**src/rtl/core/assert_macros.svh**
```systemverilog
// Assertion macros shared by the RTL that checks itself.
`ifndef ASSERT_MACROS_SVH
`define ASSERT_MACROS_SVH

// The condition must hold at every clock edge out of reset.
`define ASSERT_ALWAYS(label, clk, rst_n, cond) \
    label: assert property (@(posedge clk) disable iff (!(rst_n)) (cond)) \
        else $error("bipool: assertion failed");

// The consequent must hold in the same cycle as the antecedent.
`define ASSERT_IMPLIES(label, clk, rst_n, ante, cons) \
    label: assert property (@(posedge clk) disable iff (!(rst_n)) (ante) |-> (cons)) \
        else $error("bipool: assertion failed");

// The consequent must hold in the cycle after the antecedent.
`define ASSERT_NEXT(label, clk, rst_n, ante, cons) \
    label: assert property (@(posedge clk) disable iff (!(rst_n)) (ante) |=> (cons)) \
        else $error("bipool: assertion failed");

`endif

```
**src/rtl/core/bipool_pkg.sv**
```systemverilog
package bipool_pkg;

    localparam int ID_W     = 4;
    localparam int CMD_W    = 3;
    localparam int STATUS_W = 2;

    localparam int DEF_NUM_BUFFERS = 16;
    localparam int DEF_RING_DEPTH  = 26;

    typedef logic [ID_W-1:0] t_id;

    typedef enum logic [CMD_W-1:0] {
        CMD_TAKE_FREE    = 3'd0,
        CMD_SUBMIT       = 3'd1,
        CMD_TAKE_FILLED  = 3'd2,
        CMD_RETURN_FREE  = 3'd3,
        CMD_MARK_DONE    = 3'd4
    } t_cmd;

    typedef enum logic [STATUS_W-1:0] {
        ST_OK       = 2'd0,
        ST_EMPTY    = 2'd1,
        ST_FINISHED = 2'd2,
        ST_FULL     = 2'd3
    } t_status;

    // Controller to datapath.
    typedef struct packed {
        logic accept;   // input transfer: latch command, read both ring heads
        logic commit;   // execute the latched command and load the result
    } t_ctrl_cmd;

    // Datapath to controller.
    typedef struct packed {
        logic out_free; // result register can take a new result this cycle
    } t_dp_status;

endpackage

```
**src/rtl/core/buffer_id_pool_two_rings_unit.sv**
```systemverilog
// Channel   Direction  tdata                   tuser
// s_axis    in         [3:0] buffer_id         [2:0] command
// m_axis    out        [3:0] granted_id        [1:0] status, [2] complete
//
// Each command has two phases: the transfer cycle reads both ring heads from
// their memories, then the command executes and loads the result register as
// soon as that register is free; no new command is taken before it executes.
// A result waiting on m_axis does not block the next input transfer; execution
// of that next command waits only until the result register frees up.
// Reset is synchronous; the preloaded free ids are tracked, not written.
`include "assert_macros.svh"

module buffer_id_pool_two_rings_unit #(
    parameter int NUM_BUFFERS = bipool_pkg::DEF_NUM_BUFFERS,
    parameter int RING_DEPTH  = bipool_pkg::DEF_RING_DEPTH
) (
    input  logic       i_clk,
    input  logic       i_rst_n,
    input  logic       s_axis_tvalid,
    output logic       s_axis_tready,
    input  logic [7:0] s_axis_tdata,   // [3:0] buffer_id, [7:4] zero
    input  logic [2:0] s_axis_tuser,   // [2:0] command
    output logic       m_axis_tvalid,
    input  logic       m_axis_tready,
    output logic [7:0] m_axis_tdata,   // [3:0] granted_id, [7:4] zero
    output logic [2:0] m_axis_tuser    // [1:0] status, [2] complete
);

    bipool_pkg::t_ctrl_cmd  ctrl_cmd;
    bipool_pkg::t_dp_status dp_sts;

    bipool_ctrl u_ctrl (
        .i_clk      (i_clk),
        .i_rst_n    (i_rst_n),
        .i_s_tvalid (s_axis_tvalid),
        .o_s_tready (s_axis_tready),
        .i_sts      (dp_sts),
        .o_cmd      (ctrl_cmd)
    );

    bipool_dpath #(
        .NUM_BUFFERS (NUM_BUFFERS),
        .RING_DEPTH  (RING_DEPTH)
    ) u_dpath (
        .i_clk      (i_clk),
        .i_rst_n    (i_rst_n),
        .i_cmd      (ctrl_cmd),
        .o_sts      (dp_sts),
        .i_s_tdata  (s_axis_tdata),
        .i_s_tuser  (s_axis_tuser),
        .o_m_tvalid (m_axis_tvalid),
        .i_m_tready (m_axis_tready),
        .o_m_tdata  (m_axis_tdata),
        .o_m_tuser  (m_axis_tuser)
    );

    // A command never commits while an untaken result still sits in the register.
    `ASSERT_IMPLIES(a_commit_needs_room, i_clk, i_rst_n, ctrl_cmd.commit, !m_axis_tvalid || m_axis_tready)
    // Accepting and executing are separate phases of one command.
    `ASSERT_ALWAYS(a_no_accept_and_commit, i_clk, i_rst_n, !(ctrl_cmd.accept && ctrl_cmd.commit))
    // After an input transfer the block holds off further input until it executes.
    `ASSERT_NEXT(a_busy_after_accept, i_clk, i_rst_n, ctrl_cmd.accept, !s_axis_tready)
    // Every commit produces a result in the following cycle.
    `ASSERT_NEXT(a_result_after_commit, i_clk, i_rst_n, ctrl_cmd.commit, m_axis_tvalid)

endmodule

```
**src/rtl/core/bipool_ctrl.sv**
```systemverilog
module bipool_ctrl (
    input  logic                   i_clk,
    input  logic                   i_rst_n,
    input  logic                   i_s_tvalid,
    output logic                   o_s_tready,
    input  bipool_pkg::t_dp_status i_sts,
    output bipool_pkg::t_ctrl_cmd  o_cmd
);

    typedef enum logic [1:0] {
        S_IDLE = 2'b01,
        S_EXEC = 2'b10
    } t_state;

    t_state r_state;
    t_state n_state;

    assign o_s_tready   = (r_state == S_IDLE);
    assign o_cmd.accept = i_s_tvalid && (r_state == S_IDLE);
    assign o_cmd.commit = (r_state == S_EXEC) && i_sts.out_free;

    always_comb begin
        n_state = r_state;
        unique case (r_state)
            S_IDLE: begin
                if (i_s_tvalid) begin
                    n_state = S_EXEC;
                end
            end
            S_EXEC: begin
                if (i_sts.out_free) begin
                    n_state = S_IDLE;
                end
            end
            default: begin
                n_state = S_IDLE;
            end
        endcase
    end

    always_ff @(posedge i_clk) begin
        if (!i_rst_n) begin
            r_state <= S_IDLE;
        end else begin
            r_state <= n_state;
        end
    end

endmodule

```
**src/rtl/core/bipool_dpath.sv**
```systemverilog
module bipool_dpath #(
    parameter int NUM_BUFFERS = bipool_pkg::DEF_NUM_BUFFERS,
    parameter int RING_DEPTH  = bipool_pkg::DEF_RING_DEPTH
) (
    input  logic                   i_clk,
    input  logic                   i_rst_n,
    input  bipool_pkg::t_ctrl_cmd  i_cmd,
    output bipool_pkg::t_dp_status o_sts,
    input  logic [7:0]             i_s_tdata,
    input  logic [2:0]             i_s_tuser,
    output logic                   o_m_tvalid,
    input  logic                   i_m_tready,
    output logic [7:0]             o_m_tdata,
    output logic [2:0]             o_m_tuser
);

    localparam int PW      = $clog2(RING_DEPTH);
    localparam int PRELOAD = (NUM_BUFFERS > RING_DEPTH - 1) ? RING_DEPTH - 1 : NUM_BUFFERS;
    localparam logic [PW-1:0] LAST_P     = PW'(RING_DEPTH - 1);
    localparam logic [PW-1:0] PRE_P      = PW'(PRELOAD);
    localparam logic [PW-1:0] PRE_LAST_P = PW'(PRELOAD - 1);

    bipool_pkg::t_id free_mem [RING_DEPTH];
    bipool_pkg::t_id fill_mem [RING_DEPTH];

    logic [PW-1:0]   r_free_head, r_free_tail, r_fill_head, r_fill_tail;
    logic [PW-1:0]   n_free_head, n_free_tail, n_fill_head, n_fill_tail;
    logic            r_done, n_done;
    // Preload tracking: the free ring starts with ids in its low slots without
    // writing the memory. Those slots read as their own index until the tail
    // has wrapped once and passed over them.
    logic            r_wrapped, n_wrapped;
    logic            r_pre_done, n_pre_done;

    logic [bipool_pkg::CMD_W-1:0] r_cmd;
    bipool_pkg::t_id r_bid;
    bipool_pkg::t_id r_free_rd, r_fill_rd;

    logic            r_out_valid;
    bipool_pkg::t_id r_out_id, n_out_id;
    bipool_pkg::t_status r_out_status, n_out_status;
    logic            r_out_complete;

    logic            free_we, fill_we;
    logic            free_empty, free_full, fill_empty, fill_full, free_pre;
    logic [PW-1:0]   free_head_nx, free_tail_nx, fill_head_nx, fill_tail_nx;
    bipool_pkg::t_id free_data;

    function automatic logic [PW-1:0] ring_next(input logic [PW-1:0] p);
        return (p == LAST_P) ? '0 : p + 1'b1;
    endfunction

    assign free_head_nx = ring_next(r_free_head);
    assign free_tail_nx = ring_next(r_free_tail);
    assign fill_head_nx = ring_next(r_fill_head);
    assign fill_tail_nx = ring_next(r_fill_tail);

    assign free_empty = (r_free_head == r_free_tail);
    assign free_full  = (free_tail_nx == r_free_head);
    assign fill_empty = (r_fill_head == r_fill_tail);
    assign fill_full  = (fill_tail_nx == r_fill_head);

    assign free_pre  = (r_free_head < PRE_P) && !r_pre_done
                       && (!r_wrapped || (r_free_head >= r_free_tail));
    assign free_data = free_pre ? bipool_pkg::t_id'(r_free_head) : r_free_rd;

    assign o_sts.out_free = !r_out_valid || i_m_tready;

    always_comb begin
        n_free_head  = r_free_head;
        n_free_tail  = r_free_tail;
        n_fill_head  = r_fill_head;
        n_fill_tail  = r_fill_tail;
        n_done       = r_done;
        n_wrapped    = r_wrapped;
        n_pre_done   = r_pre_done;
        n_out_id     = '0;
        n_out_status = bipool_pkg::ST_OK;
        free_we      = 1'b0;
        fill_we      = 1'b0;
        case (bipool_pkg::t_cmd'(r_cmd))
            bipool_pkg::CMD_TAKE_FREE: begin
                if (free_empty) begin
                    n_out_status = bipool_pkg::ST_EMPTY;
                end else begin
                    n_out_id    = free_data;
                    n_free_head = free_head_nx;
                end
            end
            bipool_pkg::CMD_SUBMIT: begin
                if (fill_full) begin
                    n_out_status = bipool_pkg::ST_FULL;
                end else begin
                    fill_we     = 1'b1;
                    n_fill_tail = fill_tail_nx;
                end
            end
            bipool_pkg::CMD_TAKE_FILLED: begin
                if (fill_empty) begin
                    n_out_status = r_done ? bipool_pkg::ST_FINISHED : bipool_pkg::ST_EMPTY;
                end else begin
                    n_out_id    = r_fill_rd;
                    n_fill_head = fill_head_nx;
                end
            end
            bipool_pkg::CMD_RETURN_FREE: begin
                if (free_full) begin
                    n_out_status = bipool_pkg::ST_FULL;
                end else begin
                    free_we     = 1'b1;
                    n_free_tail = free_tail_nx;
                    if (free_tail_nx == '0) begin
                        n_wrapped = 1'b1;
                    end
                    if (r_wrapped && (r_free_tail == PRE_LAST_P)) begin
                        n_pre_done = 1'b1;
                    end
                end
            end
            bipool_pkg::CMD_MARK_DONE: begin
                n_done = 1'b1;
            end
            default: begin
            end
        endcase
    end

    // Both heads are read on every input transfer; pointers do not move until
    // the command commits, so the read data stays valid while it waits.
    always_ff @(posedge i_clk) begin
        if (i_cmd.accept) begin
            r_cmd     <= i_s_tuser[bipool_pkg::CMD_W-1:0];
            r_bid     <= i_s_tdata[bipool_pkg::ID_W-1:0];
            r_free_rd <= free_mem[r_free_head];
            r_fill_rd <= fill_mem[r_fill_head];
        end
        if (i_cmd.commit && free_we) begin
            free_mem[r_free_tail] <= r_bid;
        end
        if (i_cmd.commit && fill_we) begin
            fill_mem[r_fill_tail] <= r_bid;
        end
        if (i_cmd.commit) begin
            r_out_id       <= n_out_id;
            r_out_status   <= n_out_status;
            r_out_complete <= n_done;
        end
    end

    always_ff @(posedge i_clk) begin
        if (!i_rst_n) begin
            r_free_head <= '0;
            r_free_tail <= PRE_P;
            r_fill_head <= '0;
            r_fill_tail <= '0;
            r_done      <= 1'b0;
            r_wrapped   <= 1'b0;
            r_pre_done  <= 1'b0;
            r_out_valid <= 1'b0;
        end else begin
            if (i_cmd.commit) begin
                r_free_head <= n_free_head;
                r_free_tail <= n_free_tail;
                r_fill_head <= n_fill_head;
                r_fill_tail <= n_fill_tail;
                r_done      <= n_done;
                r_wrapped   <= n_wrapped;
                r_pre_done  <= n_pre_done;
                r_out_valid <= 1'b1;
            end else if (i_m_tready) begin
                r_out_valid <= 1'b0;
            end
        end
    end

    assign o_m_tvalid = r_out_valid;
    assign o_m_tdata  = {{(8 - bipool_pkg::ID_W){1'b0}}, r_out_id};
    assign o_m_tuser  = {r_out_complete, r_out_status};

endmodule
```
**config.mk**
```make
export PLATFORM = sky130hd
export DESIGN_NAME = buffer_id_pool_two_rings_unit
export DESIGN_NICKNAME = d
export VERILOG_FILES = /design/src/rtl/core/bipool_pkg.sv /design/src/rtl/core/buffer_id_pool_two_rings_unit.sv /design/src/rtl/core/bipool_ctrl.sv /design/src/rtl/core/bipool_dpath.sv
export VERILOG_INCLUDE_DIRS = /design/src /design/src/rtl/core
export SDC_FILE = /design/constraint.sdc
export NUM_CORES = 1
export LEC_CHECK = 0
export BUFFER_PORTS_ARGS = -buffer_cell sky130_fd_sc_hd__buf_2
export CORE_UTILIZATION = 50
export DETAILED_ROUTE_END_ITERATION = 10
export PLACE_DENSITY = 0.68
export SYNTH_ARGS = -nofsm -noshare
export SYNTH_HDL_FRONTEND = slang
export SYNTH_SLANG_ARGS = --single-unit
export TNS_END_PERCENT = 30
```
**constraint.sdc**
```tcl
create_clock -name i_clk -period 2.5 [get_ports i_clk]
set_input_delay 0.5 -clock i_clk [delete_from_list [all_inputs] [get_ports i_clk]]
set_output_delay 0.5 -clock i_clk [all_outputs]
set_load 0.02 [all_outputs]
```
==> impl_metrics.toml <==
[logic_synthesis]
syn_avg_cell_area_um2 = 16.30
synth_cell_type_count = 59
synth.ff_latch_count = 256
synth.area.top_cells = "edfxtp_1 63%, mux4_2 11%, dfxtp_1 4.7%, ha_1 2.0%, nor2_1 1.8%"
synth-edff-count = 230
synthTopCellsByCount = "230 x edfxtp_1, 56 x mux4_2, 54 x nor2_1, 44 x nand2_1, 26 x dfxtp_1"
ys_dominant_reg_cell = "edfxtp_1"
ys_warn_count = 0
syn_inst = 677
yosysTopAreaCell = "edfxtp_1"
async_flop_share_pct = 0
ys_seq_area_share_pct = 67.31
synth_top_area_share_pct = 62.59
yosysMostFrequentCell = "edfxtp_1"
syn_area_mm2 = 0.01103

[route]
avgRoutedWirePerCell_um = 20.96
vias_per_cell = 5.837
ant_nets = 0
drt_iter0_drc = 497
drc_errors = 0
num_vias = 6368
detail_route.first_pass.iterations = 5
wl_mm = 22.87

[timing]
fmax_mhz = 407.2
rsz0062_at_grt = "true"
clock-skew-final_ns = 0.009131
tightest_slew_ns = 0.7831
relSlewSlack_pct = 47.79
slew_viol_final = 0
fin_crit_ns = 2.456
setup_viol = 0
hold_slack_ns = 0.1488
final.setup.tns_ns = 0
finalCritPeriodShare_pct = 98.23
hold_viol_final = 0

[cts]
path_clk_slew_ns = 0.06
cts_max_path_buffers = 3
cts_root_buffer = "clkbuf_16"
hold_buffers = 0
cts.sinks = 256
htreeDepth = 1
cts_tree = "yes"
clkLatencyLatePin_ns = 0.53
cts_buffers = 26

[min_path]
hold_start = "s_axis_tuser[0]"
hp-class = "input port to flip-flop"

[floorplan]
core_mm2 = 0.02135
fp.dieW_um = 150.6
ios = 28
initial_utilization_pct = 51.68
die-area_mm2 = 0.02267
die_h_um = 150.6
rows = 53

[place]
port_buffers = 19
gp_congestion = 0.8626
hpwl_mm = 14.76
dp_cells = 1038

[finish]
fin_cells = 1091
utilization_pct = 61.44
fillCellCount = 1508
n_antenna_cell = 0
nets = 830
area_growth_syn_to_layout_pct = 18.90
drive_above_1_share_pct = 33.58

[power]
clkPwrFrac_pct = 42.8
totalPowerFinal_mw = 8.479
sw_frac_of_total_pct = 19.62
seq_power_share_pct = 55.4
vdd.ir_drop.worst_mv = 0.4806
p_comb_share_pct = 1.9
power_density_mw_per_mm2 = 646.3
internal_power_mw = 6.816
switching_power_mw = 1.663
p_leak_nw = 4.485

[setup_path]
worstSetupPathType = "flip-flop to flip-flop"
max_stage_delay_ns = 0.37
reg2reg_from = "u_dpath.r_free_tail[0]"
cp_max_fo = 11
crit_start = "u_dpath.r_free_tail[0]"
worst_path_dominant_cell_family = "simple AND/OR/NAND/NOR gates"
crit_chain = "ha_1, and3_4, ha_4, o21a_1, nor4_4, a31oi_4, buf_12, buf_4, and2_4"
required_ns = 2.79
worst-path-buf-inv = 2
crit_slowest_cell = "nor4_4"
end_kind = "flip-flop"
arrival_ns = 2.75
worst-r2r-setup-slack_ns = 0.04
critPathLaunchType = "flip-flop"

[grt]
grt_pass1_wl_mm = 35.47
grt_start_max_net_pins = 53
overflow = 0
track_usage_pct = 20.90
grt_pass1_vias = 6415
grt_antenna_before_repair = 0

[job]
max-cap-violations = 0

[outcome]
outcome = "complete, no violations"
==> per-layer routing <==
metal	global-route usage, %	vias to the layer above	wire length, um
li1	-	2866	-
met1	28.92	3234	9961
met2	34.45	234	10910
met3	3.242	34	1557
met4	5.758	0	439
met5	0	-	0
==> layout by cell type, fill, tap and decap left out, types with 4 or more instances in the layout <==
cell type and n:
a211oi_1 10, a21oi_1 13, and2_1 4, and3_4 5
buf_12 4, buf_2 19, buf_4 104, clkbuf_1 6
clkbuf_16 27, clkinv_1 5, clkinv_2 7, conb_1 4
dfxtp_1 20, dfxtp_2 5, edfxtp_1 230, ha_1 13
inv_1 13, mux2_2 9, mux2i_1 15, mux4_2 56
nand2_1 40, nand2_4 4, nand2b_1 6, nand3_1 10
nand3b_1 4, nand4_1 9, nor2_1 51, nor2b_1 17
nor3_1 8, o21ai_0 7, o21ai_1 8, or3_1 5
xnor2_1 4, xor2_1 11
==> flip-flops by register name, summed over array words and instances (netlist names) <==
name and cells:
u_ctrl.r_state 2, u_dpath.fill_mem 104, u_dpath.free_mem 104, u_dpath.o_m_tvalid 1
u_dpath.r_bid 4, u_dpath.r_cmd 3, u_dpath.r_done 1, u_dpath.r_fill_head 5
u_dpath.r_fill_rd 4, u_dpath.r_fill_tail 5, u_dpath.r_free_head 5, u_dpath.r_free_rd 4
u_dpath.r_free_tail 5, u_dpath.r_out_complete 1, u_dpath.r_out_id 4, u_dpath.r_out_status 2
u_dpath.r_pre_done 1, u_dpath.r_wrapped 1
==> kinds of logic after synthesis <==
| kind of cell | synth area share, % |
|---|---|
| muxes | 13.71 |
| buffers and inverters | 2.381 |
| adders and majority gates | 2.041 |
| other | 0.03398 |
| xor gates and xnor gates | 1.338 |
| DFF | 67.31 |
| and+or+nand+nor | 8.743 |
| AOI/OAI and AO/OA | 4.445 |
==> worst paths after layout <==
kind,cells past startpoint,endpoint
hold reg to reg,2,u_dpath.r_free_tail[1]
hold / removal,1,u_dpath.r_cmd[0]
setup reg to reg,9,u_dpath.free_mem[25][2]
setup / recovery,9,u_dpath.free_mem[25][2]
==> power by group through the flow <==
| stage | logic [mW] | clock network (mW) | registers (mW) |
|---|---|---|---|
| 6_report | 0.159 | 3.63 | 4.69 |
| 2_1_floorplan | 0.0532 | 0 | 4.82 |
| 3_3_place_gp | 0.150 | 0 | 4.78 |
| 4_1_cts | 0.160 | 3.68 | 4.69 |
| 3_5_place_dp | 0.159 | 0 | 4.79 |
| 5_1_grt | 0.173 | 3.83 | 4.69 |
==> layout make-up <==
cell class	instances	area (um2)	share of cell area [%]
clock buffers	34	711.9	5.426
inverters	14	52.55	0.4005
well taps	275	344.1	2.623
repair buffers	129	978.4	7.458
flip-flops and latches	256	7437	56.69
multi-input cells	370	3512	26.77
clock inverters	13	83.83	0.6389
==> stage by stage <==
step / area (um2) / setup slack [ns]
final: 13120 / 0.04428
after CTS: 13010 / -0.01220
after global routing: 13120 / -0.02417
after floorplan: 11050 / -0.04692
after detailed placement: 12100 / -0.2586
after global placement: 12100 / -0.05658
==> worst register-to-register path, cell delays in order, from the launching register on <==
cell and delay, ns:
dfxtp_2 0.33, ha_1 0.21, and3_4 0.20, ha_4 0.22, o21a_1 0.21, nor4_4 0.37, a31oi_4 0.15, buf_12 0.17
buf_4 0.18, and2_4 0.19
==> timing repair <==
action                     4_1_cts  5_1_grt
pin swaps                        4        5
setup endpoints to repair      202      210
resized for setup               17       27
buffers inserted                 2        4
No activity file was read; power rests on OpenSTA's default activity.
